--- src/design/mdte_pkg.sv ---
// Shared types, codes and tables for the masked date/time entry block.
`timescale 1ns / 1ps
package mdte_pkg;

  // Request codes carried in s_tuser
  localparam logic [1:0] REQ_TYPE  = 2'd0;
  localparam logic [1:0] REQ_BACK  = 2'd1;
  localparam logic [1:0] REQ_CLEAR = 2'd2;

  // Configuration register indexes
  localparam logic [1:0] CFG_MODE     = 2'd0;
  localparam logic [1:0] CFG_YEAR_MIN = 2'd1;
  localparam logic [1:0] CFG_YEAR_MAX = 2'd2;

  localparam logic [13:0] YEAR_MIN_RST = 14'd2020;
  localparam logic [13:0] YEAR_MAX_RST = 14'd2099;

  localparam logic [3:0] TIME_SLOTS = 4'd4;
  localparam logic [3:0] DATE_SLOTS = 4'd8;
  localparam logic [3:0] MAX_KEY    = 4'd9;

  typedef logic [7:0][3:0] digit_arr_t;

  // Field state after one request
  typedef struct packed {
    logic       accepted;
    logic [3:0] text_length;
    logic [3:0] digit_count;
    logic       complete;
  } field_res_t;

  // Range check outcome
  typedef struct packed {
    logic        valid_res;
    logic [6:0]  first_value;
    logic [6:0]  second_value;
    logic [13:0] year_value;
  } check_res_t;

  // Characters shown for a digit count, separators included
  function automatic logic [3:0] shown_len(input logic mode, input logic [3:0] n);
    logic [3:0] r;
    r = 4'd0;
    if (!mode) begin
      case (n)
        4'd0:    r = 4'd0;
        4'd1:    r = 4'd1;
        4'd2:    r = 4'd3;
        4'd3:    r = 4'd4;
        default: r = 4'd5;
      endcase
    end else begin
      case (n)
        4'd0:    r = 4'd0;
        4'd1:    r = 4'd1;
        4'd2:    r = 4'd3;
        4'd3:    r = 4'd4;
        4'd4:    r = 4'd6;
        4'd5:    r = 4'd7;
        4'd6:    r = 4'd8;
        4'd7:    r = 4'd9;
        default: r = 4'd10;
      endcase
    end
    return r;
  endfunction

  // Days in a month, zero for a month out of range
  function automatic logic [4:0] month_days(input logic [6:0] mo, input logic leap);
    logic [4:0] r;
    case (mo)
      7'd1, 7'd3, 7'd5, 7'd7, 7'd8, 7'd10, 7'd12: r = 5'd31;
      7'd4, 7'd6, 7'd9, 7'd11:                    r = 5'd30;
      7'd2:                                       r = leap ? 5'd29 : 5'd28;
      default:                                    r = 5'd0;
    endcase
    return r;
  endfunction

endpackage

--- src/design/mdte_field_ctrl.sv ---
// Digit store and digit count, updated by one request per cycle while go is high.
`timescale 1ns / 1ps
module mdte_field_ctrl
  import mdte_pkg::*;
(
  input  logic       clk,
  input  logic       rst,
  input  logic       go,
  input  logic       mode,
  input  logic [1:0] req_type,
  input  logic [3:0] key_value,
  output field_res_t res,
  output digit_arr_t digits
);

  digit_arr_t store;
  logic [3:0] held_digits;
  logic [3:0] held_digits_next;
  logic [3:0] cap;
  logic [3:0] n;
  logic       wr;
  logic       acc;

  // Count saturated at the current mask capacity
  always_comb begin
    cap = mode ? DATE_SLOTS : TIME_SLOTS;
    n   = (held_digits > cap) ? cap : held_digits;
  end

  // Request decode
  always_comb begin
    held_digits_next = held_digits;
    wr               = 1'b0;
    acc              = 1'b0;
    case (req_type)
      REQ_TYPE: begin
        held_digits_next = n;
        if (key_value <= MAX_KEY && n < cap) begin
          held_digits_next = n + 4'd1;
          wr               = 1'b1;
          acc              = 1'b1;
        end
      end
      REQ_BACK: begin
        held_digits_next = n;
        if (n != 4'd0) begin
          held_digits_next = n - 4'd1;
          acc              = 1'b1;
        end
      end
      REQ_CLEAR: begin
        held_digits_next = 4'd0;
        acc              = (held_digits != 4'd0);
      end
      default: begin
        held_digits_next = n;
      end
    endcase
  end

  // Digits with the one being typed forwarded
  always_comb begin
    digits = store;
    if (wr) begin
      digits[n[2:0]] = key_value;
    end
  end

  always_comb begin
    res.accepted    = acc;
    res.digit_count = (req_type == REQ_TYPE || req_type == REQ_BACK ||
                       req_type == REQ_CLEAR) ? held_digits_next : n;
    res.text_length = shown_len(mode, res.digit_count);
    res.complete    = (res.digit_count == cap);
  end

  // Store write
  always_ff @(posedge clk) begin
    if (go && wr) begin
      store[n[2:0]] <= key_value;
    end
  end

  // Count register
  always_ff @(posedge clk) begin
    if (rst) begin
      held_digits <= 4'd0;
    end else if (go && (req_type == REQ_TYPE || req_type == REQ_BACK ||
                        req_type == REQ_CLEAR)) begin
      held_digits <= held_digits_next;
    end
  end

endmodule

--- src/design/mdte_validator.sv ---
// Decodes the held digits and checks time or calendar ranges.
`timescale 1ns / 1ps
module mdte_validator
  import mdte_pkg::*;
(
  input  logic        mode,
  input  logic        complete,
  input  logic [13:0] year_min,
  input  logic [13:0] year_max,
  input  digit_arr_t  digits,
  output check_res_t  res
);

  logic [6:0]  a;
  logic [6:0]  b;
  logic [6:0]  yr_hi;
  logic [6:0]  yr_lo;
  logic [13:0] y;
  logic        leap;
  logic        ok;

  // Two-digit groups and the full year
  always_comb begin
    a     = 7'(digits[0]) * 7'd10 + 7'(digits[1]);
    b     = 7'(digits[2]) * 7'd10 + 7'(digits[3]);
    yr_hi = 7'(digits[4]) * 7'd10 + 7'(digits[5]);
    yr_lo = 7'(digits[6]) * 7'd10 + 7'(digits[7]);
    y     = 14'(yr_hi) * 14'd100 + 14'(yr_lo);
  end

  // Gregorian rule: century years need the century divisible by four
  always_comb begin
    leap = (yr_lo != 7'd0) ? (yr_lo[1:0] == 2'd0) : (yr_hi[1:0] == 2'd0);
  end

  always_comb begin
    if (!mode) begin
      ok = complete && (a <= 7'd23) && (b <= 7'd59);
    end else begin
      ok = complete && (y >= year_min) && (y <= year_max) &&
           (b >= 7'd1) && (b <= 7'd12) && (a >= 7'd1) &&
           (a <= 7'(month_days(b, leap)));
    end
    res.valid_res    = ok;
    res.first_value  = ok ? a : 7'd0;
    res.second_value = ok ? b : 7'd0;
    res.year_value   = (ok && mode) ? y : 14'd0;
  end

endmodule

--- src/design/masked_date_time_entry.sv ---
// A request is captured in the request register and its result in the result
// register. One request per cycle unless the output stalls; the field update
// and range checks sit between the request register and the result register.
// Stalls: s_tready falls only when both registers are full and m_tready is low.
// Reset (rst, synchronous): field emptied, entry_mode 0, years 2020..2099.
`timescale 1ns / 1ps
module masked_date_time_entry
  import mdte_pkg::*;
(
  input  logic        clk,
  input  logic        rst,
  input  logic        cfg_we,
  input  logic [1:0]  cfg_index,
  input  logic [13:0] cfg_data,
  input  logic        s_tvalid,
  output logic        s_tready,
  input  logic [7:0]  s_tdata,   // key_value[3:0], zero pad
  input  logic [1:0]  s_tuser,   // req_type[1:0]
  output logic        m_tvalid,
  input  logic        m_tready,
  // accepted[0], text_length[4:1], digit_count[8:5], complete[9],
  // valid_res[10], first_value[17:11], second_value[24:18],
  // year_value[38:25], zero pad[39]
  output logic [39:0] m_tdata
);

  logic        entry_mode;
  logic [13:0] year_min;
  logic [13:0] year_max;

  logic        in_v;
  logic [1:0]  in_req;
  logic [3:0]  in_key;
  logic        out_v;
  logic [39:0] out_data;
  logic        go;

  field_res_t  fres;
  check_res_t  cres;
  digit_arr_t  digits;

  // Configuration registers
  always_ff @(posedge clk) begin
    if (rst) begin
      entry_mode <= 1'b0;
      year_min   <= YEAR_MIN_RST;
      year_max   <= YEAR_MAX_RST;
    end else if (cfg_we) begin
      case (cfg_index)
        CFG_MODE:     entry_mode <= cfg_data[0];
        CFG_YEAR_MIN: year_min   <= cfg_data;
        CFG_YEAR_MAX: year_max   <= cfg_data;
        default:      ;
      endcase
    end
  end

  // Handshake
  assign go       = in_v && (!out_v || m_tready);
  assign s_tready = !in_v || go;
  assign m_tvalid = out_v;
  assign m_tdata  = out_data;

  // Request register
  always_ff @(posedge clk) begin
    if (rst) begin
      in_v <= 1'b0;
    end else if (s_tready) begin
      in_v <= s_tvalid;
    end
  end

  always_ff @(posedge clk) begin
    if (s_tready && s_tvalid) begin
      in_req <= s_tuser;
      in_key <= s_tdata[3:0];
    end
  end

  mdte_field_ctrl u_field (
    .clk       (clk),
    .rst       (rst),
    .go        (go),
    .mode      (entry_mode),
    .req_type  (in_req),
    .key_value (in_key),
    .res       (fres),
    .digits    (digits)
  );

  mdte_validator u_check (
    .mode     (entry_mode),
    .complete (fres.complete),
    .year_min (year_min),
    .year_max (year_max),
    .digits   (digits),
    .res      (cres)
  );

  // Result register
  always_ff @(posedge clk) begin
    if (rst) begin
      out_v <= 1'b0;
    end else if (go) begin
      out_v <= 1'b1;
    end else if (m_tready) begin
      out_v <= 1'b0;
    end
  end

  always_ff @(posedge clk) begin
    if (go) begin
      out_data <= {1'b0, cres.year_value, cres.second_value, cres.first_value,
                   cres.valid_res, fres.complete, fres.digit_count,
                   fres.text_length, fres.accepted};
    end
  end

endmodule

--- config.mk ---
export PLATFORM = sky130hd
export DESIGN_NAME = masked_date_time_entry
export DESIGN_NICKNAME = d
export VERILOG_FILES = /design/src/design/mdte_pkg.sv /design/src/design/mdte_field_ctrl.sv /design/src/design/mdte_validator.sv /design/src/design/masked_date_time_entry.sv
export SDC_FILE = /design/constraint.sdc
export NUM_CORES = 1
export LEC_CHECK = 0
export BUFFER_PORTS_ARGS = -buffer_cell sky130_fd_sc_hd__buf_4
export CAP_MARGIN = 20
export CORE_ASPECT_RATIO = 0.7
export CORE_MARGIN = 2
export CORE_UTILIZATION = 40
export DETAILED_ROUTE_END_ITERATION = 10
export PLACE_DENSITY_LB_ADDON = 0.3
export SLEW_MARGIN = 20
export SYNTH_ARGS = -nofsm -noshare
export SYNTH_HDL_FRONTEND = slang
export SYNTH_SLANG_ARGS = --single-unit
--- constraint.sdc ---
create_clock -name clk -period 7.15 [get_ports clk]
set_input_delay 1.7875 -clock clk [delete_from_list [all_inputs] [get_ports clk]]
set_output_delay 1.7875 -clock clk [all_outputs]
set_load 0.05 [all_outputs]
==> flow_metrics.tcl <==
set metrics [dict create \
    numCtsBuffers 9 \
    syn_to_final_growth_pct 31.5 \
    start_util_pct 40.5 \
    critPathKind "flip-flop to flip-flop" \
    p_switching_mw 1.48 \
    power.leakage_nw 4.48 \
    layout-drive-gt1-share_pct 32.3 \
    detail_route.vias_per_cell 5.10 \
    io_buffers 67 \
    p_seq_share_pct 19.9 \
    synth_ff_type "edfxtp_1" \
    grt_pass1_wl_um 31200 \
    yosys.area.top_type_share_pct 29.0 \
    powerDensity_mw_per_mm2 347 \
    peakVddDrop_uv 224 \
    antenna_found_initial 0 \
    setup_violations 26 \
    avgSynthCellArea_um2 9.94 \
    cp.required_ps 7380 \
    die_w_um 173 \
    die_y_um 122 \
    tightest_slew_ps 747 \
    slew_viol_final 0 \
    synth-seq-cells 112 \
    power_frac_clock_pct 14.4 \
    synth-edff-count 77 \
    cp_slowest_cell "fa_1" \
    hold_viol_final 0 \
    clock_path_buffers 2 \
    final.setup.worst_slack_ps -124 \
    grt_pass1_vias 5963 \
    clock.fmax_mhz 137 \
    setup-tns-final_ps -2440 \
    fin_skew_ps 6.66 \
    status "finished, violations left" \
    synth.area.top_cells "edfxtp_1 29%, ha_1 16%, dfxtp_1 8.8%" \
    cpPeakStageDelay_ps 490 \
    combPwrFrac_pct 65.7 \
    grt_max_degree 40 \
    syn-cell-area_mm2 0.00797 \
    clockRootBuffer "clkbuf_16" \
    synth_cell_types 77 \
    crit_path_frequent_cell "buf_4" \
    totalWireLength_um 19500 \
    final_common_cell "buf_4" \
    htreeDepth 3 \
    wl_per_cell_um 15.8 \
    layout_min_cycle_time_ps 7270 \
    cts_sinks 112 \
    route.antenna.remaining_nets 0 \
    synthCells 802 \
    ioPinCount 73 \
    route.detailed.drc 0 \
    cts_tree "built" \
    firstDrtPassIters 4 \
    num_vias 6294 \
    power_mw 3.64 \
    cts.clk_slew.worst_paths_ps 80 \
    start_kind "flip-flop" \
    holdCritPathClass "flip-flop to flip-flop" \
    final_cell_mix "160 x buf_4, 114 x nand2_1, 77 x edfxtp_1" \
    antenna_cells 0 \
    rows 43 \
    clkLatencyLatePin_ps 360 \
    hold_buffers 0 \
    yosysSeqAreaShare_pct 37.8 \
    die_area_mm2 0.0211 \
    period_share_pct 102 \
    grt_setup_unrepaired "yes" \
    coreArea_mm2 0.0197 \
    fin_nets 1099 \
    violations "setup timing" \
    p_int_mw 2.17 \
    timing.slew.headroom_pct 50.2 \
    yosysWarningCount 0 \
    post-synth-top-area-cell "edfxtp_1" \
    dp_hpwl_um 14400 \
    cp_max_fo 7 \
    cp.arrival_ps 7510 \
    switching_share_pct 40.5 \
    cap_violations 0 \
    critPathCaptureType "flip-flop" \
    grt_remaining_overflow 0 \
    gp_congestion 0.883 \
    drtIter0Drc 391 \
    grt_usage_pct 18.8 \
    ys_async_sr_fraction_pct 0 \
]
## Yosys cell counts (5+ instances only)
cell	number
a21oi_1	43
clkbuf_1	15
buf_2	5
nand3_1	5
edfxtp_1	77
o31ai_1	5
dfxtp_1	35
and3_1	17
mux2_2	26
o21a_1	7
a211o_1	12
nand2_1	118
nor2b_1	10
a21o_1	15
mux2i_1	11
nand4_1	7
a31oi_1	5
xnor2_1	27
o21ai_0	21
nand2b_1	6
nor2_1	39
fa_1	10
and2_1	8
ha_1	99
a211oi_1	11
xor2_1	8
nor3_1	11
inv_1	70
## power by group through the flow
| stage | clock network (mW) | logic (mW) | registers [mW] |
|---|---|---|---|
| after floorplan | 0 | 1.09 | 0.778 |
| after global placement | 0 | 1.78 | 0.740 |
| after detailed placement | 0 | 1.81 | 0.741 |
| after CTS | 0.535 | 2.25 | 0.726 |
| after global routing | 0.553 | 2.58 | 0.729 |
| final | 0.523 | 2.39 | 0.726 |
## through the flow
step                      instances  hold WS, ps  setup slack, ps  utilization (%)  instance area [um2]
after global routing           1234          476             -420             53.2                10500
after global placement         1195          444             -396             47.9                 9430
final                          1234          458             -124             53.2                10500
after CTS                      1228          460             6.52             52.3                10300
after floorplan                 805          436            0.974                -                 8110
after detailed placement       1195          448             -476             47.9                 9430
## worst max-delay path, delay by kind of cell, from the launching register on
kind / cells / cell delay [ps]
AO/OA/AOI/OAI: 6 / 1450
XOR/XNOR: 3 / 620
adder cells (fa/ha/maj): 7 / 2160
buffers and inverters: 11 / 1370
flip-flops: 1 / 360
multiplexers: 1 / 70
AND/OR/NAND/NOR: 6 / 1100
## what timing repair did
item                                    4_1_cts  5_1_grt
setup buffers                                18        8
endpoints found under the setup margin       26       26
gates resized for setup                      63       18
gates cloned                                  2        0
pin swaps                                    47       29
## path summary, 6_finish.rpt
check                    from     endpoint  slack [ps]  cells past startpoint
setup / recovery   entry_mode  m_tdata[33]        -120                     34
hold reg to reg   year_max[2]  year_max[2]         460                      2
hold / removal    year_max[2]  year_max[2]         460                      2
setup reg to reg   entry_mode  m_tdata[33]        -120                     34
## final cells by class
class | count | area, um2
Fill cell | 1746 | 9210
Multi-Input combinational cell | 599 | 5250
Sequential cell | 112 | 3020
Timing Repair Buffer | 166 | 1300
Tap cell | 270 | 338
Inverter | 71 | 269
Clock buffer | 9 | 225
Clock inverter | 7 | 80.1
## flip-flops by register name (all words and copies together), names as in the netlist
| register | cells |
|---|---|
| m_tdata | 39 |
| u_field.store | 32 |
| year_max | 14 |
| year_min | 14 |
| in_key | 4 |
| u_field.held_digits | 4 |
| in_req | 2 |
| entry_mode | 1 |
| in_v | 1 |
| m_tvalid | 1 |
## logic make-up (layout without fill, tap and decap cells)
family	count (synthesis)	after routing	synth area share, %
compound gates	157	158	14.7
xor+xnor	35	35	3.84
fa+ha+maj	109	109	18.0
buf+inv	95	253	4.69
flops	112	112	37.8
mux	37	37	5.05
other cells	1	4	0.0470
simple gates	256	256	15.9
## layer usage
metal / vias to the layer above / global-route usage (%) / share of wire [%]
met3: 18 / 3.43 / 4.9
li1: 3179 / - / -
met1: 2958 / 27.2 / 50
met5: - / 0 / 0
met2: 139 / 29.3 / 43
met4: 0 / 4.50 / 1.4
(Power assumes the default switching activity.)
